===== config.mk =====
export PLATFORM = sky130hd
export DESIGN_NAME = markup_stripping_word_counter
export DESIGN_NICKNAME = d
export VERILOG_FILES = /design/src/mswc_pkg.sv /design/src/markup_stripping_word_counter.sv
export VERILOG_INCLUDE_DIRS = /design/src /design/src/src
export SDC_FILE = /design/constraint.sdc
export NUM_CORES = 1
export LEC_CHECK = 0
export ABC_AREA = 1
export BUFFER_PORTS_ARGS = -buffer_cell sky130_fd_sc_hd__buf_2
export CAP_MARGIN = 20
export CORE_MARGIN = 5
export CORE_UTILIZATION = 40
export DETAILED_ROUTE_END_ITERATION = 16
export PLACE_DENSITY = 0.57
export SLEW_MARGIN = 20
export SYNTH_ARGS = -nofsm -noshare
export SYNTH_HDL_FRONTEND = slang
export SYNTH_SLANG_ARGS = --single-unit

===== constraint.sdc =====
create_clock -name clk -period 9.6 [get_ports clk]
set_input_delay 2.4 -clock clk [delete_from_list [all_inputs] [get_ports clk]]
set_output_delay 2.4 -clock clk [all_outputs]
set_load 0.01 [all_outputs]

===== src/assert_macros.svh =====
// ----------------------------------------------------------------------------
// assert_macros
// concurrent assertion helpers, clocked on clk with async reset arst_n
// ----------------------------------------------------------------------------
`ifndef ASSERT_MACROS_SVH
`define ASSERT_MACROS_SVH

// same-cycle implication
`define ASSERT_NOW(lbl, ante, cons, msg) \
	lbl: assert property (@(posedge clk) disable iff (!arst_n) (ante) |-> (cons)) \
		else $error(msg);

// next-cycle implication
`define ASSERT_NEXT(lbl, ante, cons, msg) \
	lbl: assert property (@(posedge clk) disable iff (!arst_n) (ante) |=> (cons)) \
		else $error(msg);

`endif


===== src/mswc_pkg.sv =====
`timescale 1ns / 1ps
// ----------------------------------------------------------------------------
// mswc_pkg
// shared types and constants for the markup-stripping word counter
// ----------------------------------------------------------------------------
package mswc_pkg;

	localparam int COUNT_WIDTH_DEF   = 32;
	localparam int ENTITY_LENGTH_DEF = 6;
	localparam int TOTAL_WIDTH       = 32;
	localparam int SKIP_WIDTH        = 3;

	localparam logic [7:0] CHAR_LT    = 8'h3C;
	localparam logic [7:0] CHAR_GT    = 8'h3E;
	localparam logic [7:0] CHAR_AMP   = 8'h26;
	localparam logic [7:0] CHAR_N     = 8'h6E;
	localparam logic [7:0] CHAR_SEMI  = 8'h3B;
	localparam logic [7:0] CHAR_SPACE = 8'h20;
	localparam logic [7:0] CHAR_LF    = 8'h0A;
	localparam logic [7:0] CHAR_TAB   = 8'h09;

	typedef struct packed {
		logic [7:0] text_byte;
		logic       end_of_text;
	} in_item_t;

	typedef struct packed {
		logic [TOTAL_WIDTH-1:0] word_total;
		logic                   total_saturated;
	} out_item_t;

	function automatic logic is_blank(input logic [7:0] b);
		return (b == CHAR_SPACE) || (b == CHAR_LF) || (b == CHAR_TAB);
	endfunction

endpackage


===== src/markup_stripping_word_counter.sv =====
`timescale 1ns / 1ps
// ----------------------------------------------------------------------------
// markup_stripping_word_counter
// strips tags and ENTITY_LENGTH-byte entities (six by default) from a byte stream and counts words
// ----------------------------------------------------------------------------
// One byte is taken per cycle, with no gaps needed between bytes. Each byte is
// registered, then decided against a lookahead window of ENTITY_LENGTH bytes
// in a single pass of logic; the count result is registered in the result
// register once the byte marked end_of_text leaves the input stage. Bytes before
// the last one keep flowing while a result waits; the next document starts
// right after the final byte, with all state back to its reset values. A stall
// of out_ready only holds the input when a final byte needs the result register.
`include "assert_macros.svh"

module markup_stripping_word_counter #(
	parameter int COUNT_WIDTH   = mswc_pkg::COUNT_WIDTH_DEF,
	parameter int ENTITY_LENGTH = mswc_pkg::ENTITY_LENGTH_DEF
) (
	input  logic                clk,
	input  logic                arst_n,
	input  logic                in_valid,
	output logic                in_ready,
	input  mswc_pkg::in_item_t  in_item,
	output logic                out_valid,
	input  logic                out_ready,
	output mswc_pkg::out_item_t out_item
);

	localparam int L       = ENTITY_LENGTH;
	localparam int TALLY_W = (COUNT_WIDTH > 32) ? 32 : COUNT_WIDTH;
	localparam int FW      = $clog2(L + 1);
	localparam int SW      = mswc_pkg::SKIP_WIDTH;
	localparam logic [TALLY_W-1:0] LIMIT = {TALLY_W{1'b1}};

	// input stage
	logic               valid_s1;
	mswc_pkg::in_item_t item_s1;
	logic               adv_s1;

	// block state
	logic               inside_q;
	logic               prev_blank_q;
	logic [TALLY_W-1:0] tally_q;
	logic [SW-1:0]      skip_q;
	logic [7:0]         win_q [L];
	logic [FW-1:0]      fill_q;

	// result register
	logic                out_valid_q;
	mswc_pkg::out_item_t out_item_q;

	// single-pass decision logic
	logic [7:0]         ext [L];
	logic [FW-1:0]      ext_cnt;
	logic [FW-1:0]      nret;
	logic               inside_d;
	logic               prev_blank_d;
	logic [SW-1:0]      skip_d;
	logic [FW-1:0]      inc_d;
	logic [TALLY_W:0]   sum_d;
	logic [TALLY_W-1:0] tally_d;

	assign adv_s1   = !item_s1.end_of_text || !out_valid_q || out_ready;
	assign in_ready = !valid_s1 || adv_s1;

	always_comb begin
		logic [7:0] b;
		logic [7:0] b1;
		logic [7:0] bl;
		logic       v1;
		logic       vl;
		for (int k = 0; k < L; k++) begin
			if (FW'(k) < fill_q) begin
				ext[k] = win_q[k];
			end else if (FW'(k) == fill_q) begin
				ext[k] = item_s1.text_byte;
			end else begin
				ext[k] = 8'h00;
			end
		end
		ext_cnt = fill_q + FW'(1);
		if (item_s1.end_of_text) begin
			nret = ext_cnt;
		end else if (ext_cnt == FW'(L)) begin
			nret = FW'(1);
		end else begin
			nret = '0;
		end

		inside_d     = inside_q;
		prev_blank_d = prev_blank_q;
		skip_d       = skip_q;
		inc_d        = '0;
		for (int j = 0; j < L; j++) begin
			b  = ext[j];
			v1 = (j + 1 < L) && (int'(ext_cnt) > j + 1);
			b1 = ext[(j + 1) % L];
			vl = (j + L - 1 < L) && (int'(ext_cnt) > j + L - 1);
			bl = ext[(j + L - 1) % L];
			if (FW'(j) < nret) begin
				if (skip_d != '0) begin
					skip_d = skip_d - SW'(1);
				end else if (inside_d) begin
					if (b == mswc_pkg::CHAR_GT) begin
						inside_d = 1'b0;
					end
				end else if (b == mswc_pkg::CHAR_LT) begin
					inside_d = 1'b1;
				end else if (b == mswc_pkg::CHAR_AMP && v1 && b1 == mswc_pkg::CHAR_N
						&& vl && bl == mswc_pkg::CHAR_SEMI) begin
					skip_d = SW'(L - 1);
				end else if (mswc_pkg::is_blank(b)) begin
					prev_blank_d = 1'b1;
				end else begin
					if (prev_blank_d) begin
						inc_d = inc_d + FW'(1);
					end
					prev_blank_d = 1'b0;
				end
			end
		end

		sum_d   = {1'b0, tally_q} + (TALLY_W + 1)'(inc_d);
		tally_d = sum_d[TALLY_W] ? LIMIT : sum_d[TALLY_W-1:0];
	end

	always_ff @(posedge clk or negedge arst_n) begin
		if (!arst_n) begin
			valid_s1 <= 1'b0;
		end else if (in_valid && in_ready) begin
			valid_s1 <= 1'b1;
		end else if (adv_s1) begin
			valid_s1 <= 1'b0;
		end
	end

	always_ff @(posedge clk) begin
		if (in_valid && in_ready) begin
			item_s1 <= in_item;
		end
	end

	always_ff @(posedge clk or negedge arst_n) begin
		if (!arst_n) begin
			inside_q     <= 1'b0;
			prev_blank_q <= 1'b1;
			tally_q      <= '0;
			skip_q       <= '0;
			fill_q       <= '0;
		end else if (valid_s1 && adv_s1) begin
			if (item_s1.end_of_text) begin
				inside_q     <= 1'b0;
				prev_blank_q <= 1'b1;
				tally_q      <= '0;
				skip_q       <= '0;
				fill_q       <= '0;
			end else begin
				inside_q     <= inside_d;
				prev_blank_q <= prev_blank_d;
				tally_q      <= tally_d;
				skip_q       <= skip_d;
				fill_q       <= (nret != '0) ? FW'(L - 1) : ext_cnt;
			end
		end
	end

	always_ff @(posedge clk) begin
		if (valid_s1 && adv_s1 && !item_s1.end_of_text) begin
			for (int k = 0; k < L; k++) begin
				if (nret != '0) begin
					win_q[k] <= (k + 1 < L) ? ext[(k + 1) % L] : 8'h00;
				end else begin
					win_q[k] <= ext[k];
				end
			end
		end
	end

	always_ff @(posedge clk or negedge arst_n) begin
		if (!arst_n) begin
			out_valid_q <= 1'b0;
		end else if (valid_s1 && adv_s1 && item_s1.end_of_text) begin
			out_valid_q <= 1'b1;
		end else if (out_ready) begin
			out_valid_q <= 1'b0;
		end
	end

	always_ff @(posedge clk) begin
		if (valid_s1 && adv_s1 && item_s1.end_of_text) begin
			out_item_q.word_total      <= mswc_pkg::TOTAL_WIDTH'(tally_d);
			out_item_q.total_saturated <= (tally_d == LIMIT);
		end
	end

	assign out_valid = out_valid_q;
	assign out_item  = out_item_q;

	// a final byte leaves a fresh document behind
	`ASSERT_NEXT(a_reset_after_last, valid_s1 && adv_s1 && item_s1.end_of_text,
		fill_q == '0 && tally_q == '0 && skip_q == '0 && !inside_q,
		"state not cleared after final item")
	// entities are only recognized outside tags
	`ASSERT_NOW(a_skip_outside_tag, skip_q != '0, !inside_q,
		"entity skip active inside a tag")
	// saturation flag matches the reported count
	`ASSERT_NOW(a_sat_flag, out_valid_q,
		out_item_q.total_saturated == (out_item_q.word_total == mswc_pkg::TOTAL_WIDTH'(LIMIT)),
		"saturation flag disagrees with count")

endmodule

[After elaboration in Yosys (flattened, before gate mapping)]
Memory sizes are Yosys's and may differ from the RTL's.
Index checks and enable logic that the tools add are counted.
Widths: inputs -> output; s select.
Word-level totals
  input bits: 13
  memories: 1
  output and inout bits: 35
  memory bits (writable): 48
  register bits after elaboration: 84
  logic and storage cells: 271
Cells by class
  equality and inequality tests: 40
  bitwise logic cells: 6
  magnitude comparators: 14
  muxes and demuxes: 150
  reduce and logical (&&, ||, !) cells: 36
  $add $sub $neg: 13
Memories
  win_q: depth 6, bits a word 8, read ports 6, clocked after Yosys merged registers in 0, wr ports 6, line markup_stripping_word_counter.sv:45  | logic [7:0] win_q [L];
Operators with widths (count)
  $eq 8x6->1 const B: 20
  $mux 3: 49
  $mux 8: 18
  $eq 8x4->1 const B: 12
  $mux 1: 81
  $mux 32: 2
  $add 32x3->33: 1
  $eq 32x32->1 const B: 1
  $reduce_bool 3->1: 7
  $add 3x1->3 const B: 6
  $sub 3x1->3 const B: 6
  $logic_or 1x1->1: 15
  $lt 1x3->1 const A: 4
  $lt 2x3->1 const A: 4
  $lt 3x3->1 const A: 4
  $eq 8x7->1 const B: 1
  $logic_and 1x1->1: 8
  $eq 2x3->1 const A: 2
  $eq 3x3->1 const A: 2
  $or 1x1->1: 6
  $reduce_bool 2->1: 2
  $eq 1x3->1 const A: 1
  $eq 3x3->1 const B: 1
  $gt 3x1->1 const B: 1
  3 further kinds: 5

[Logic depth before layout (Yosys ltp)]
  word-level depth: 51
  depth in mapped cells: 72
  mapped depth without buffers: 70

[Least setup slack after synthesis]
No wires, ideal clock.
  path kind: reg2reg
  start: reg fill_q[0]
  end: reg out_item_q (netlist bit out_item[0]) (data pin)
  period minus slack after synthesis: 8.796 ns
  path buffers: 3
  setup slack: 0.804 ns
  library setup time: 0.139 ns
  cell stages (with the launch flop): 62
  data arrival time: 8.657 ns
  required time: 9.461 ns
  path through: dfrtp_1 > inv_2 > buf_2 > ha_1 > buf_2 > inv_1 > nor2_2 > nand3_1 > nand2_1 > nand2_1 > nor2_1 > nand3_1 > nor2_1 > nand2_1 > o21ai_2 > inv_1 > ha_1 > nand3_2 > (+26 left out) > nor2_1 > nand2_1 > nor2_1 > nor2_1 > ha_1 > nand2_1 > nand2_1 > nand4_1 > nor2_1 > nand3_1 > nor4_1 > clkbuf_1 > nor2_1 > nor2_1 > nand4_1 > nor3_1 > nand4_1 > nor2_1
Between the ends
  word-level cells in the longest chain between the ends: 51
  elaborated cells between the ends (all ways): 201
  classes of those cells: 11 x add/sub; 14 x order compare; 39 x eq/ne; 115 x mux; 22 x reduce/logical
RTL lines
  start: declaration: line markup_stripping_word_counter.sv:46  | logic [FW-1:0] fill_q;
  start signal: assignment: line markup_stripping_word_counter.sv:162  | fill_q <= (nret != '0) ? FW'(L - 1) : ext_cnt;
  parallel branches: the longest is 47 deep, another holds $add 3x1->3
  $mux 3 (*): line markup_stripping_word_counter.sv:100  | if (FW'(j) < nret) begin
  $add 32x3->33 (*): line markup_stripping_word_counter.sv:123  | sum_d = {1'b0, tally_q} + (TALLY_W + 1)'(inc_d);
  $mux 32 (*): line markup_stripping_word_counter.sv:124  | tally_d = sum_d[TALLY_W] ? LIMIT : sum_d[TALLY_W-1:0];
  $eq 32x32->1 (*): line markup_stripping_word_counter.sv:192  | out_item_q.total_saturated <= (tally_d == LIMIT);
  end: declaration: line markup_stripping_word_counter.sv:50  | mswc_pkg::out_item_t out_item_q;
Every way passes the cells marked *.
A chain may end at the register's enable or synchronous reset.

[Worst setup path in the final report]
  start: reg fill_q[1]
  end: reg out_item_q (netlist bit out_item[0]) (data pin)
The elaborated chain is that of the path after synthesis.

==> metrics <==
Residual DRC=0; number of diodes=0; TritonCTS clock tree=yes; RD Place Congestion=between 0.8 and 0.9; hold crit path type=reg2reg; Reg clk slew, reported paths=approximately 0.060 ns; Period Utilization, post-route=0.925; layout cells sized above 1=0.172; Placement Setup Slack=-0.0377 ns; Post-synth top cells=268 x nand2_1, 211 x inv_1, 110 x nor2_1; Multi-input gate area=approximately 4200 µm²; area leader, netlist=edfxtp_1; Comb pwr share=0.467; GRT overflow=0; switching share of total power=0.429; vertical die dimension=158 µm; top cell type's share of synthesized area=0.308; register area share after synthesis=0.428; DPL Wire Length=17200 µm; Critical Path RT=9.89 ns; critical path's slowest cell=dfrtp_2; First DRT Iteration DRCs=around 740; cell-internal power=between 1 and 1.5 mW; non-filler cells, final=roughly 1500; CP Class=reg2reg; clock latency at the later pin of the worst-skew pair=approximately 0.43 ns; Area Overhead vs Synth=16.9%; pin count of the biggest net entering global routing=68; Port Buf Inserts=47; switching power=1.07 mW; sequential share of power=0.282; core area=21700 µm²; max-cap viol count=0; LEAKAGE=4.70 nW; Syn. warnings=0; max frequency=about 110 MHz; Clock Skews=0.0108 ns; WL/cell=roughly 15 µm; H-tree levels=4; Post-Syn Nets=1197; Final ANT Viol Nets=0; CTS root buf=clkbuf_16; Mapped Area=8770 µm²; first-pass GRT wire length=between 30000 and 40000 µm; most common cell in the netlist=nand2_1; Slew headroom=0.282; fillcell total=2166; status=completed; Peak VDD IR=0.000108 V; number of global-route vias before repair=7327; synthesized instance count=around 1200; CP Max Fanout=11; CTS Sinks=132; count of flip-flops with a built-in enable after synthesis=90; post-route total power=2.48 mW; synth top area cells=edfxtp_1 31%, dfrtp_1 12%, nand2_1 11%, inv_1 9.0%, o21ai_0 5.2%; Synth cell types=44; placed cells=1467; actual slew at the worst max-slew pin=1.08 ns; Initial Util=0.405; max incr delay on CP=0.47 ns; FF/Latch Area=3760 µm²; final setup vio count=0; Post-synth top flop=edfxtp_1; total negative setup slack=0 ns; DR vias/cell=around 5; final worst slack=0.724 ns; die width=158 µm; Post-synth ARST share=0.318; fin nets=1272; Cell Rows=54; worst-case clock buffer depth=2; final wirelength=23500 µm; PD cells=242 nW/µm²; clock power share=0.251; FF+latch count, synth=132; Worst setup EP type=flip-flop; Synth Area per Inst=7.59 µm²; via count=approximately 7800; CP arrival=9.17 ns; io pins=48; CTS buffer count=17; initial antenna violation count=0; final hold violation count=0; final hold slack=0.482 ns; Max Slew Vio Count=0; router iterations before antenna repair=7; startpoint types=flip-flop; all-layer global routing usage=0.191; full die area=25000 µm²; fin crit period=8.88 ns
-- final cells by class --
class	count	share of cell area
Tap cell	280	0.0342
Clock buffer	18	0.0418
Inverter	216	0.0795
Multi-Input combinational cell	778	0.412
Sequential cell	132	0.367
Timing Repair Buffer	86	0.0533
Clock inverter	14	0.0124
-- registers in the layout (all words and copies together) (netlist names), named ones only --
| register | count |
|---|---|
| win_q | 47 |
| out_item | 33 |
| tally_q | 32 |
| item_s1 | 9 |
| fill_q | 3 |
| skip_q | 3 |
| inside_q | 1 |
| out_valid | 1 |
| prev_blank_q | 1 |
| valid_s1 | 1 |
-- power by group through the flow --
stage	Sequential (mW)	Clock, mW	Combinational, mW
2_1_floorplan	0.704	0	0.822
3_3_place_gp	0.711	0	1.05
3_5_place_dp	0.712	0	1.07
4_1_cts	0.701	0.636	1.08
5_1_grt	0.705	0.664	1.33
6_report	0.700	0.623	1.16
-- routing by layer --
layer	vias up	wire [µm]	global-route usage
met3	25	1290	0.0361
met4	0	361	0.0504
met5	-	0	0
met1	3697	11400	0.278
li1	3905	-	-
met2	214	10500	0.292
-- path summary, 6_finish.rpt --
kind,from,end,slack [ns],cells past startpoint
max in group asynchronous,arst_n,fill_q[2]$_DFFE_PN0P_,7.15,1
hold / removal,skip_q[2]$_DFFE_PN0P_,skip_q[2]$_DFFE_PN0P_,0.48,2
setup reg to reg,fill_q[1]$_DFFE_PN0P_,out_item[0]$_DFFE_PP_,0.72,65
setup / recovery,fill_q[1]$_DFFE_PN0P_,out_item[0]$_DFFE_PP_,0.72,65
min in group asynchronous,arst_n,tally_q[22]$_DFFE_PN0P_,1.97,1
hold reg to reg,skip_q[2]$_DFFE_PN0P_,skip_q[2]$_DFFE_PN0P_,0.48,2
-- cells in the final DEF, fill, tap and decap left out, drive strengths merged, types with 3 or more instances in the layout --
cell,count
clkinv,5
o21ai,99
nor2,121
ha,27
inv,218
nand3,68
xor2,28
buf,86
o22ai,35
a21oi,11
or2,3
edfxtp,90
nor4,10
clkinvlp,6
nor3,31
nand2,300
nand4,29
dfrtp,41
clkbuf,18
a31oi,3
-- what timing repair did --
action / 4_1_cts / 5_1_grt
cloned: 0 / 1
hold buffers: 0 / 0
setup endpoints to repair: 3 / 57
pin swaps: 0 / 12
setup buffers: 0 / 24
gates resized for setup: 2 / 47
-- kinds of logic (layout without fill, tap and decap cells) --
group,after synthesis,count (layout),synth area share
and+or+nand+nor,562,563,0.286
buffers and inverters,247,334,0.111
AOI/OAI and AO/OA,158,158,0.100
DFF,132,132,0.428
xor gates and xnor gates,29,29,0.0337
adders and majority gates,28,28,0.0408
-- worst max-delay path, delay by kind of cell (launching register included) --
family	cells	cell delay, ns
simple gates	34	3.77
fa+ha+maj	10	2.16
buf+inv	15	1.59
compound gates	6	0.74
flops	1	0.47
-- metrics by stage --
stage	util	cell area, µm²
after floorplan	-	8770
after global placement	0.430	9340
after global routing	0.473	10300
final	0.473	10300
after CTS	0.456	9900
after detailed placement	0.430	9340
Power figures use the tool's default switching activity.
